### src/rtl/quadrature_encoder_with_click_top_defines.svh
// Assertion macros used by the encoder core RTL file.
`ifndef QUADRATURE_ENCODER_WITH_CLICK_TOP_DEFINES_SVH
`define QUADRATURE_ENCODER_WITH_CLICK_TOP_DEFINES_SVH

// The condition holds in the same cycle as the trigger.
`define QEC_ASSERT_SAME(label, trig, cond) \
    label: assert property (@(posedge clk) disable iff (!rst_n) (trig) |-> (cond)) \
        else $error("qec: same-cycle check failed");

// The condition holds in the cycle after the trigger.
`define QEC_ASSERT_NEXT(label, trig, cond) \
    label: assert property (@(posedge clk) disable iff (!rst_n) (trig) |=> (cond)) \
        else $error("qec: next-cycle check failed");

`endif

### src/rtl/qec_pkg.sv
// Shared types and constants for the quadrature encoder with click detection.
package qec_pkg;

    localparam logic [1:0] MODE_TICK       = 2'd0;
    localparam logic [1:0] MODE_READ_DELTA = 2'd1;
    localparam logic [1:0] MODE_READ_CLICK = 2'd2;

    localparam logic [15:0] HOLDOFF_RESET = 16'd50;
    localparam logic [15:0] TIMER_MAX     = 16'hFFFF;

    typedef struct packed {
        logic [1:0] mode;
        logic [2:0] pin_levels;
    } item_t;

endpackage

### src/rtl/qec_in_stage.sv
// Input register taking one request per cycle when empty or being emptied.
module qec_in_stage (
    input  logic          clk,
    input  logic          rst_n,
    input  logic          in_valid,
    output logic          in_ready,
    input  qec_pkg::item_t in_item,
    output logic          item_valid,
    output qec_pkg::item_t item,
    input  logic          item_take
);
    import qec_pkg::*;

    logic  valid_reg;
    logic  valid_next;
    item_t item_reg;

    assign in_ready   = !valid_reg || item_take;
    assign valid_next = (in_valid && in_ready) ? 1'b1 : (item_take ? 1'b0 : valid_reg);

    always_ff @(posedge clk or negedge rst_n)
    begin
        if (!rst_n)
        begin
            valid_reg <= 1'b0;
        end
        else
        begin
            valid_reg <= valid_next;
        end
    end

    always_ff @(posedge clk)
    begin
        if (in_valid && in_ready)
        begin
            item_reg <= in_item;
        end
    end

    assign item_valid = valid_reg;
    assign item       = item_reg;

endmodule

### src/rtl/qec_core.sv
// Encoder state, click detection and the result register.
`include "quadrature_encoder_with_click_top_defines.svh"

module qec_core (
    input  logic               clk,
    input  logic               rst_n,
    input  logic               cfg_we,
    input  logic [15:0]        cfg_data,
    input  logic               item_valid,
    input  qec_pkg::item_t     item,
    output logic               item_take,
    output logic               out_valid,
    input  logic               out_ready,
    output logic signed [6:0]  step_delta,
    output logic               click_taken,
    output logic               button_held
);
    import qec_pkg::*;

    logic [15:0] holdoff_reg;
    logic [1:0]  last_pos_reg;
    logic [1:0]  last_pos_next;
    logic [7:0]  delta_reg;
    logic [7:0]  delta_next;
    logic        press_reg;
    logic        press_next;
    logic        pending_reg;
    logic        pending_next;
    logic [15:0] timer_reg;
    logic [15:0] timer_next;
    logic [15:0] timer_inc;

    logic        out_valid_reg;
    logic        out_valid_next;
    logic [6:0]  delta_out_reg;
    logic [6:0]  delta_out_next;
    logic        click_out_reg;
    logic        click_out_next;
    logic        held_reg;

    logic        pressed;
    logic [1:0]  pos;
    logic [1:0]  diff;

    assign item_take = item_valid && (!out_valid_reg || out_ready);

    // Active-low pins: phase two low gives position 3, phase one low flips bit 0.
    assign pressed   = !item.pin_levels[2];
    assign pos       = {!item.pin_levels[1], item.pin_levels[1] ^ item.pin_levels[0]};
    assign diff      = last_pos_reg - pos;
    assign timer_inc = (timer_reg == TIMER_MAX) ? timer_reg : timer_reg + 16'd1;

    always_comb
    begin
        last_pos_next  = last_pos_reg;
        delta_next     = delta_reg;
        press_next     = press_reg;
        pending_next   = pending_reg;
        timer_next     = timer_reg;
        delta_out_next = 7'd0;
        click_out_next = 1'b0;
        if (item_take)
        begin
            unique case (item.mode)
                MODE_TICK:
                begin
                    if (diff[0])
                    begin
                        last_pos_next = pos;
                        delta_next    = diff[1] ? delta_reg + 8'd1 : delta_reg - 8'd1;
                    end
                    timer_next = timer_inc;
                    if (!pending_reg && (timer_inc > holdoff_reg))
                    begin
                        if (pressed)
                        begin
                            press_next = 1'b1;
                        end
                        else if (press_reg)
                        begin
                            press_next   = 1'b0;
                            pending_next = 1'b1;
                        end
                    end
                end
                MODE_READ_DELTA:
                begin
                    delta_out_next = delta_reg[7:1];
                    delta_next     = {7'd0, delta_reg[0]};
                end
                MODE_READ_CLICK:
                begin
                    if (pending_reg)
                    begin
                        click_out_next = 1'b1;
                        pending_next   = 1'b0;
                        timer_next     = 16'd0;
                    end
                end
                default:
                begin
                    delta_out_next = 7'd0;
                end
            endcase
        end
    end

    assign out_valid_next = item_take ? 1'b1 : (out_ready ? 1'b0 : out_valid_reg);

    always_ff @(posedge clk or negedge rst_n)
    begin
        if (!rst_n)
        begin
            holdoff_reg   <= HOLDOFF_RESET;
            last_pos_reg  <= 2'd0;
            delta_reg     <= 8'd0;
            press_reg     <= 1'b0;
            pending_reg   <= 1'b0;
            timer_reg     <= 16'd0;
            out_valid_reg <= 1'b0;
        end
        else
        begin
            if (cfg_we)
            begin
                holdoff_reg <= cfg_data;
            end
            last_pos_reg  <= last_pos_next;
            delta_reg     <= delta_next;
            press_reg     <= press_next;
            pending_reg   <= pending_next;
            timer_reg     <= timer_next;
            out_valid_reg <= out_valid_next;
        end
    end

    always_ff @(posedge clk)
    begin
        if (item_take)
        begin
            delta_out_reg <= delta_out_next;
            click_out_reg <= click_out_next;
            held_reg      <= pressed;
        end
    end

    assign out_valid   = out_valid_reg;
    assign step_delta  = delta_out_reg;
    assign click_taken = click_out_reg;
    assign button_held = held_reg;

    `QEC_ASSERT_SAME(a_pending_clears_press, pending_reg, !press_reg)
    `QEC_ASSERT_SAME(a_one_result_kind, out_valid_reg && click_out_reg, delta_out_reg == 7'd0)
    `QEC_ASSERT_NEXT(a_delta_read_clears, item_take && (item.mode == MODE_READ_DELTA), delta_reg[7:1] == 7'd0)
    `QEC_ASSERT_NEXT(a_timer_counts, item_take && (item.mode == MODE_TICK) && (timer_reg != TIMER_MAX), timer_reg == $past(timer_reg) + 16'd1)

endmodule

### src/rtl/quadrature_encoder_with_click_top.sv
// Top level of the quadrature encoder interface with push-button click detection.
//
// Every request carries a mode and a sample of the active-low encoder pins. A tick
// request decodes the two phases from Gray code to a position, adds one step up or
// down to a wrapping 8-bit count, advances the hold-off timer and watches the button
// for a press followed by a release. A read-delta request returns the count shifted
// right by one (a double-step encoder) and keeps only the odd bit; a read-click
// request returns and clears the pending click and restarts the hold-off timer.
// Every request gives exactly one result, and button_held always reflects the sampled
// button pin. The block takes one request per clock cycle while the input register is
// free or its request goes on to the core; an accepted request passes through the input
// register, then the decode and state update, then the result register. The result
// register frees the input side, so a new request is taken while a finished result
// waits, as long as the result is taken in the same cycle or the pipeline still has a
// free slot. The hold-off register resets to 50 ticks; the user must write it through
// cfg_we and cfg_data only while no request is in flight, which the block never checks.
module quadrature_encoder_with_click_top (
    input  logic              clk,
    input  logic              rst_n,
    input  logic              cfg_we,
    input  logic [15:0]       cfg_data,
    input  logic              in_valid,
    output logic              in_ready,
    input  logic [1:0]        mode,
    input  logic [2:0]        pin_levels,
    output logic              out_valid,
    input  logic              out_ready,
    output logic signed [6:0] step_delta,
    output logic              click_taken,
    output logic              button_held
);
    import qec_pkg::*;

    item_t in_item;
    item_t item;
    logic  item_valid;
    logic  item_take;

    assign in_item.mode       = mode;
    assign in_item.pin_levels = pin_levels;

    // Input register: holds the accepted request until the core takes it.
    qec_in_stage u_in_stage (
        .clk        (clk),
        .rst_n      (rst_n),
        .in_valid   (in_valid),
        .in_ready   (in_ready),
        .in_item    (in_item),
        .item_valid (item_valid),
        .item       (item),
        .item_take  (item_take)
    );

    // Core: decodes the request, updates the encoder state and registers the result.
    qec_core u_core (
        .clk         (clk),
        .rst_n       (rst_n),
        .cfg_we      (cfg_we),
        .cfg_data    (cfg_data),
        .item_valid  (item_valid),
        .item        (item),
        .item_take   (item_take),
        .out_valid   (out_valid),
        .out_ready   (out_ready),
        .step_delta  (step_delta),
        .click_taken (click_taken),
        .button_held (button_held)
    );

endmodule

### config.mk
export PLATFORM = sky130hd
export DESIGN_NAME = quadrature_encoder_with_click_top
export DESIGN_NICKNAME = d
export VERILOG_FILES = /design/src/rtl/qec_pkg.sv /design/src/rtl/qec_in_stage.sv /design/src/rtl/qec_core.sv /design/src/rtl/quadrature_encoder_with_click_top.sv
export VERILOG_INCLUDE_DIRS = /design/src /design/src/rtl
export SDC_FILE = /design/constraint.sdc
export NUM_CORES = 1
export LEC_CHECK = 0
export BUFFER_PORTS_ARGS = -buffer_cell sky130_fd_sc_hd__buf_2
export CAP_MARGIN = 15
export CORE_MARGIN = 2
export CORE_UTILIZATION = 40
export DETAILED_ROUTE_END_ITERATION = 7
export GPL_ROUTABILITY_DRIVEN = 1
export HOLD_SLACK_MARGIN = 0.15
export SYNTH_ARGS = -nofsm -noshare
export SYNTH_HDL_FRONTEND = slang
export SYNTH_SLANG_ARGS = --single-unit
### constraint.sdc
create_clock -name clk -period 5.4 [get_ports clk]
set_input_delay 0.54 -clock clk [delete_from_list [all_inputs] [get_ports clk]]
set_output_delay 0.54 -clock clk [all_outputs]
set_load 0.02 [all_outputs]
# Word-level counts from Yosys, hierarchy flattened

Cells that the tools add are included.

Bits in registers: 60
Latch bits: 0
Input bits: 26
Output and inout port bits: 11
RAM bits: 0
Memories kept: 0
ROM bits: 0
Logic and storage cells: 66

Divide/modulo/power cells: 0
Add/sub/neg operators: 4
Reduce and logical (&&, ||, !) cells: 21
Bitwise gates (word level): 2
Equal/unequal tests: 8
$mul: 0
Shifts and indexed selects: 0
$lt $le $gt $ge: 1
Mux-type cells: 16

Operators by type and width:

| kind                                                                   | number |
|---|---|
| 16-bit 2-to-1 mux                                                      | 2 |
| 16-bit case mux with 2 select lines                                    | 1 |
| 16-bit by 1-bit adder with 16-bit output (second input constant)       | 1 |
| 16-bit equality test (second input constant)                           | 1 |
| 16-bit > comparator                                                    | 1 |
| 8-bit 2-to-1 mux                                                       | 2 |
| 8-bit case mux with 2 select lines                                     | 1 |
| 3-bit AND reduction                                                    | 4 |
| 1-bit 2-to-1 mux                                                       | 9 |
| 8-bit by 1-bit adder with 8-bit output (second input constant)         | 1 |
| 2-bit by 1-bit != test with 1-bit output (second input constant)       | 4 |
| 2-bit nonzero test                                                     | 4 |
| 8-bit by 1-bit subtractor with 8-bit output (second input constant)    | 1 |
| 1-bit zero test                                                        | 5 |
| 5-bit AND reduction                                                    | 1 |
| 4-bit AND reduction                                                    | 1 |
| 1-bit logical AND                                                      | 3 |
| 2-bit by 1-bit equality test with 1-bit output (second input constant) | 1 |
| 2-bit equality test (second input constant)                            | 1 |
| 2-bit zero test                                                        | 1 |
| 1-bit logical OR                                                       | 2 |
| 2-bit != test (second input constant)                                  | 1 |
| 1-bit case mux with 2 select lines                                     | 1 |
| 2-bit subtractor                                                       | 1 |
| other kinds (2)                                                        | 2 |

# Logic depth before layout (Yosys ltp)

Gate-level depths: netlist of the first run.

Depth after elaboration: 6
Gate-level depth with buffers: 14
Mapped depth without buffers: 13

# Hierarchy

From an unflattened synthesis of the first run, not the netlist that was laid out.

Cell total of the unflattened synthesis: 348
Area total of the unflattened synthesis: 3403.3 um^2

Modules (own cells, without submodules):

| module       | cells each | area an instance (um^2) | times used | seq. area each (um^2) |
|---|---|---|---|---|
| qec_core     | 339        | 3199.3                  | 1          | 1400.1 |
| qec_in_stage | 9          | 203.9                   | 1          | 175.2 |

# Least setup slack after synthesis of the first run

OpenSTA, ideal clock, no wires.

Path type: reg-to-reg
Start point: register u_core.timer_reg[3]
End point: register u_core.press_reg
Path buffers: 1
Setup slack: 2.553 ns
Arrival time: 2.713 ns
Clock period less this slack: 2.847 ns
Setup time: 0.135 ns
Stages on the path, launching flop included: 15
Required time: 5.265 ns
Cell sequence: dfrtp_1 > buf_2 > and4_1 > and4_4 > and3_4 > nand2_1 > mux2_2 > ha_1 > nor2b_1 > o21a_1 > o2111ai_1 > and3_1 > o211ai_1 > a21oi_1 > a31oi_1

Cells in the longest elaborated chain, start to end: 5

Ends and longest elaborated chain:

| what                                                                                    | line            | text |
|---|---|---|
| from (decl)                                                                             | qec_core.sv:29  | `logic [15:0] timer_reg;` |
| from (signal assigned)                                                                  | qec_core.sv:132 | `timer_reg <= timer_next;` |
| 16-bit by 1-bit adder with 16-bit output / 16-bit equality test (equally long branches) | qec_core.sv:51  | `assign timer_inc = (timer_reg == TIMER_MAX) ? timer_reg : timer_reg + 16'd1;` |
| 16-bit 2-to-1 mux (*)                                                                   | qec_core.sv:51  |  |
| 16-bit > comparator (*)                                                                 | qec_core.sv:73  | `if (!pending_reg && (timer_inc > holdoff_reg))` |
| 1-bit logical AND (*)                                                                   | qec_core.sv:73  |  |
| 3-bit AND reduction (no source line) (*)                                                | --              |  |
| to (signal assigned)                                                                    | qec_core.sv:130 | `press_reg <= press_next;` |
| to (decl)                                                                               | qec_core.sv:25  | `logic press_reg;` |

Mark *: on every way between the ends. The rest lies on a longest branch, timed or not.
A chain may end at the register's enable or synchronous reset.

# Worst setup path after layout of the first run

Ends and elaborated chain as after synthesis.

==> results.json, run 1 <==
{
  "status": "completed",
  "r2r_slack_ns": 2.30,
  "period_needed_ns": 3.10,
  "placed_cells": 484,
  "slew_viol_final": 0,
  "pwr-share-clk_pct": 28.6,
  "syn_inst": 350,
  "place.gp.congestion": 0.865,
  "p_int_mw": 1.04,
  "avgSynthCellArea_um2": 9.57,
  "drive_above_1_share_pct": 16.9,
  "pwr-share-seq_pct": 36.9,
  "ys_seq_area_share_pct": 47.0,
  "setup_viol": 0,
  "ys_top_cells_by_count": "nand2_1 (56), dfrtp_1 (43), o21ai_0 (39)",
  "chipHeight_um": 95.5,
  "whs_ns": 0.146,
  "core_um2": 8180,
  "grt_overflow": 0,
  "worstMarginPinSlew_ns": 0.988,
  "worstRegToRegCells": 13,
  "max-slew-margin-rel_pct": 34.0,
  "place_area_um2": 3640,
  "clock-sinks": 60,
  "fin_setup_tns_ns": 0,
  "drc": 0,
  "powerDensity_nw_per_um2": 407,
  "synth_ff_type": "dfrtp_1",
  "syn_nets": 401,
  "pre_cts_slack_ns": 2.29,
  "drt-met1-wl_um": 3540,
  "dpl.hpwl_um": 4960,
  "path_cells": "and4_1 -> and4_4 -> and3_4 -> nand2_1 -> mux2_2 -> ha_1 -> nor2b_1 -> o21a_1 -> o2111ai_1 -> and3_1 -> o211ai_1 -> a21oi_1 -> a31oi_1",
  "routed.top_layer": "met4",
  "ctsHoldBuffers": 0,
  "ctsResizeCount": 0,
  "dr.pass1.iters": 4,
  "h-tree-depth": 3,
  "grtUsageTotal_pct": 16.8,
  "setup_ws_ns": 2.30,
  "fp.dieArea_um2": 9120,
  "wl_met2_um": 2900,
  "power.net_switching_uw": 540,
  "postLayoutCoreUtil_pct": 47.4,
  "vias_per_cell": 5.13,
  "cts_inserted_buffers": 9,
  "path_clk_slew_ns": 0.07,
  "grt_pass1_vias": 2408,
  "synth_cell_type_count": 43,
  "rr_endpoint": "u_core.press_reg$_DFFE_PN0P_",
  "cap_violations": 0,
  "grt_pass1_wl_um": 11500,
  "p_leak_nw": 1.79,
  "power_frac_comb_pct": 34.5,
  "diodes": 0,
  "vias": 2568,
  "synth-seq-cells": 60,
  "drt_iter0_markers": 81,
  "io_pins": 37,
  "die_w_um": 95.5,
  "antenna_found_initial": 0,
  "end_kind": "register",
  "synth.most_common_cell": "nand2_1",
  "fin_area_um2": 3880,
  "hold_viol": 0,
  "switching_share_pct": 34.2,
  "dr_wl_met3_um": 388,
  "finClkSkew_ns": 0.00635,
  "clock_latency_ns": 0.35,
  "slowest_stage": "dfrtp_1",
  "synth_top_area_cell": "dfrtp_1",
  "ant_nets": 0,
  "syn_area_um2": 3350,
  "nets": 442,
  "cp_slowest_stage_delay_ns": 0.45,
  "start_util_pct": 41.0,
  "fin_cells": 501,
  "ys.warnings.count": 0,
  "critPathLaunchType": "register",
  "grt_max_degree": 47,
  "wl_per_cell_um": 13.8,
  "wirelength_um": 6930,
  "clock-root-buffer": "clkbuf_8",
  "port_buffers": 36,
  "crit_type": "reg2reg",
  "cts_tree": "done",
  "period_share_pct": 57.4,
  "cp.arrival_ns": 3.37,
  "syn2layout_area_growth_pct": 15.8,
  "clockBufferDepth": 2,
  "post_cts_buffers": 0,
  "async_flop_share_pct": 76.7,
  "fmax_ghz": 0.323,
  "power_mw": 1.58,
  "hold_path_class": "in2async",
  "synth_top_area_share_pct": 32.1,
  "crit_fanout": 8,
  "cp_data_required_time_ns": 5.67,
  "row_count": 33,
  "synth_area_leaders": "dfrtp_1 (32%), edfxtp_1 (13%), ha_1 (9.0%), nand2_1 (6.3%), o21ai_0 (5.8%)",
  "synth-edff-count": 14,
  "ir_drop_mv": 0.156,
  "r2r-start": "u_core.timer_reg[3]$_DFFE_PN0P_",
  "rsz0062_at_grt": "no"
}
-- logic make-up (layout without fill, tap and decap cells) --
group | Yosys count | after routing | share of synthesized area (%)
DFF | 60 | 60 | 47.0
buffers and inverters | 34 | 80 | 3.89
muxes | 2 | 2 | 0.673
xor gates and xnor gates | 20 | 20 | 5.23
AOI/OAI and AO/OA | 89 | 89 | 16.0
adders and majority gates | 25 | 25 | 9.57
and+or+nand+nor | 120 | 120 | 17.6
-- worst max-delay path: cells and delay by family (launching register included) --
kind | cells | cell delay (ns)
compound gates | 5 | 0.73
fa+ha+maj | 1 | 0.28
flops | 1 | 0.45
mux | 1 | 0.33
simple gates | 6 | 1.25
-- metal layers --
metal,track usage (%),vias to the layer above
met1,23.7,1209
met2,24.6,47
met5,0,-
li1,-,1305
met4,6.07,0
met3,4.90,7
-- how the worst max path moves through the flow --
stage | startpoint | end | slack (ns) | depth (start not counted)
finish | u_core.timer_reg[3]$_DFFE_PN0P_ | u_core.press_reg$_DFFE_PN0P_ | 2.30 | 13
floorplan | u_core.timer_reg[3]$_DFFE_PN0P_ | u_core.press_reg$_DFFE_PN0P_ | 2.55 | 14
detailed placement | u_core.timer_reg[3]$_DFFE_PN0P_ | u_core.press_reg$_DFFE_PN0P_ | 2.29 | 13
CTS | u_core.timer_reg[3]$_DFFE_PN0P_ | u_core.press_reg$_DFFE_PN0P_ | 2.30 | 13
global route | u_core.timer_reg[3]$_DFFE_PN0P_ | u_core.press_reg$_DFFE_PN0P_ | 1.94 | 13
global placement | u_core.timer_reg[3]$_DFFE_PN0P_ | u_core.pending_reg$_DFFE_PN0P_ | 2.38 | 13
-- power groups by stage --
stage | registers [mW] | clock network [mW] | logic, mW
finish | 0.583 | 0.452 | 0.544
global route | 0.593 | 0.485 | 0.628
CTS | 0.583 | 0.459 | 0.547
detailed placement | 0.591 | 0 | 0.540
global placement | 0.589 | 0 | 0.533
floorplan | 0.588 | 0 | 0.427
-- cells in the final DEF (no fill, tap or decap), types with 6 or more instances in the layout --
master    instances
nand3_1          10
buf_2            36
nand2_1          56
o21a_1            6
xnor2_1           9
and2_1            9
o21ai_0          39
clkbuf_8          9
xor2_1           11
dfrtp_1          43
ha_1             24
nor2_1           15
a21oi_1          21
inv_1            26
edfxtp_1         14
-- area by class of cell --
cell class                      instances  area, µm²
Tap cell                              105        131
Sequential cell                        60       1580
Clock inverter                          7       90.1
Inverter                               26       97.6
Fill cell                             800       4300
Clock buffer                            9        124
Timing Repair Buffer                   38        208
Multi-Input combinational cell        256       1650
(Power assumes the default switching activity.)
==> run 2, diff against run 1 <==
==> constraint.sdc (replaced) <==
create_clock -name clk -period 2.6 [get_ports clk]
set_input_delay 0.26 -clock clk [delete_from_list [all_inputs] [get_ports clk]]
set_output_delay 0.26 -clock clk [all_outputs]
set_load 0.02 [all_outputs]
==> results.json, run 2 (synthesized netlist as in run 1, its figures left out) <==
{
  "status": "finished, violations left",
  "violations": "negative setup slack",
  "path_cells": "and4_4 -> and4_4 -> and3_4 -> nand2_4 -> mux2_4 -> ha_4 -> nor2b_4 -> o21a_1 -> o2111ai_2 -> and3_1 -> o211ai_1 -> a21oi_1 -> a31oi_1",
  "crit_fanout": 5,
  "grt_max_degree": 32,
  "ant_nets": 0,
  "grt_overflow": 0,
  "cp_slowest_stage_delay_ns": 0.36,
  "p_int_mw": 2.68,
  "core_um2": 8180,
  "pwr-share-clk_pct": 26.0,
  "drt_iter0_markers": 141,
  "rsz0062_at_grt": "yes",
  "cap_violations": 0,
  "power_frac_comb_pct": 43.7,
  "final_common_cell": "buf_4",
  "period_share_pct": 109,
  "postLayoutCoreUtil_pct": 58.5,
  "clock-sinks": 60,
  "antenna_found_initial": 0,
  "powerDensity_nw_per_um2": 840,
  "ir_drop_mv": 0.339,
  "clockBufferDepth": 2,
  "fp.dieArea_um2": 9120,
  "cpMostUsedCell": "and4_4",
  "path_clk_slew_ns": 0.07,
  "drc": 0,
  "setup_viol": 3,
  "finClkSkew_ns": 0.00661,
  "fmax_ghz": 0.354,
  "p_leak_nw": 2.25,
  "nets": 523,
  "wirelength_um": 8230,
  "setup_ws_ns": -0.223,
  "clock-root-buffer": "clkbuf_8",
  "crit_family": "simple AND/OR/NAND/NOR gates",
  "die_w_um": 95.5,
  "cts_tree": "done",
  "cts_inserted_buffers": 9,
  "grt_pass1_wl_um": 13400,
  "diodes": 0,
  "slowest_stage": "dfrtp_1",
  "cp.arrival_ns": 3.09,
  "dr.pass1.iters": 4,
  "wl_per_cell_um": 14.1,
  "crit_type": "reg2reg",
  "whs_ns": 0.182,
  "critPathLaunchType": "register",
  "pre_cts_slack_ns": -0.277,
  "worst-path-buf-inv": 0,
  "port_buffers": 36,
  "vias": 2909,
  "worstMarginPinSlew_ns": 0.592,
  "period_needed_ns": 2.82,
  "start_util_pct": 41.0,
  "clock_latency_ns": 0.35,
  "end_kind": "register",
  "layout_common_cells": "buf_4 (57), nand2_1 (55), dfrtp_1 (43)",
  "io_pins": 37,
  "grt_pass1_vias": 2953,
  "pwr-share-seq_pct": 30.3,
  "slew_viol_final": 0,
  "place.gp.congestion": 0.921,
  "switching_share_pct": 33.3,
  "vias_per_cell": 5.00,
  "syn2layout_area_growth_pct": 42.8,
  "n_fill_cell": 715,
  "power_mw": 4.02,
  "grtUsageTotal_pct": 19.6,
  "hold_viol": 0,
  "dpl.hpwl_um": 5640,
  "max-slew-margin-rel_pct": 60.5,
  "power.net_switching_mw": 1.34,
  "hold_path_class": "in2reg",
  "fin_area_um2": 4780,
  "chipHeight_um": 95.5,
  "place_area_um2": 4040,
  "h-tree-depth": 3,
  "row_count": 33,
  "drive_above_1_share_pct": 32.7,
  "cp_data_required_time_ns": 2.87
}
-- run 2: stage by stage --
stage | instances | setup TNS (ns)
2_1_floorplan | 350 | -0.245
3_3_place_gp | 534 | -0.343
3_5_place_dp | 534 | -0.674
4_1_cts | 579 | -0.373
5_1_grt | 582 | -1.04
6_report | 582 | -0.470
-- run 2: path summary, 6_finish.rpt --
path / start / endpoint / cells after the start / slack, ns
min reg2reg: u_core.delta_reg[7]$_DFFE_PN0P_ / u_core.delta_reg[7]$_DFFE_PN0P_ / 1 / 0.48
min: out_ready / u_core.out_valid$_DFFE_PN0P_ / 3 / 0.18
min in group asynchronous: rst_n / u_core.timer_reg[12]$_DFFE_PN0P_ / 2 / 0.44
max reg2reg: u_core.timer_reg[3]$_DFFE_PN0P_ / u_core.press_reg$_DFFE_PN0P_ / 13 / -0.22
max in group asynchronous: rst_n / u_core.holdoff_reg[4]$_DFFE_PN1P_ / 3 / 1.40
max: u_core.timer_reg[3]$_DFFE_PN0P_ / u_core.press_reg$_DFFE_PN0P_ / 13 / -0.22
-- run 2: layout make-up --
type                            count  area, µm²  area share (%)
Clock inverter                      7        123            2.56
Sequential cell                    60       1580            32.9
Multi-Input combinational cell    256       1860            38.9
Timing Repair Buffer              119        872            18.2
Clock buffer                        9        124            2.59
Inverter                           26       97.6            2.04
Tap cell                          105        131            2.75
-- run 2: what timing repair did --
action,CTS,global route
setup buffers,6,3
pin swaps,25,15
hold endpoints to repair,47,0
gates resized for setup,22,15
hold buffers,23,0
setup endpoints to repair,4,6
-- run 2: layer usage --
layer	GRT usage, %	wire, µm	vias to the layer above
met1	26.2	4030	1364
li1	-	-	1460
met5	0	0	-
met3	3.24	313	17
met4	9.40	206	0
met2	30.9	3680	68
-- run 2: power groups by stage --
stage | combinational, mW | clock (mW) | sequential [mW]
finish | 1.76 | 1.04 | 1.22
CTS | 1.66 | 1.06 | 1.21
global placement | 1.35 | 0 | 1.21
floorplan | 0.914 | 0 | 1.22
global route | 1.95 | 1.10 | 1.23
detailed placement | 1.38 | 0 | 1.21
-- run 2: worst register-to-register path: cells and delay by family (launching register included) --
family          cells  cell delay [ns]
compound gates      5             0.77
flops               1             0.36
mux                 1             0.31
fa+ha+maj           1             0.27
simple gates        6             1.03
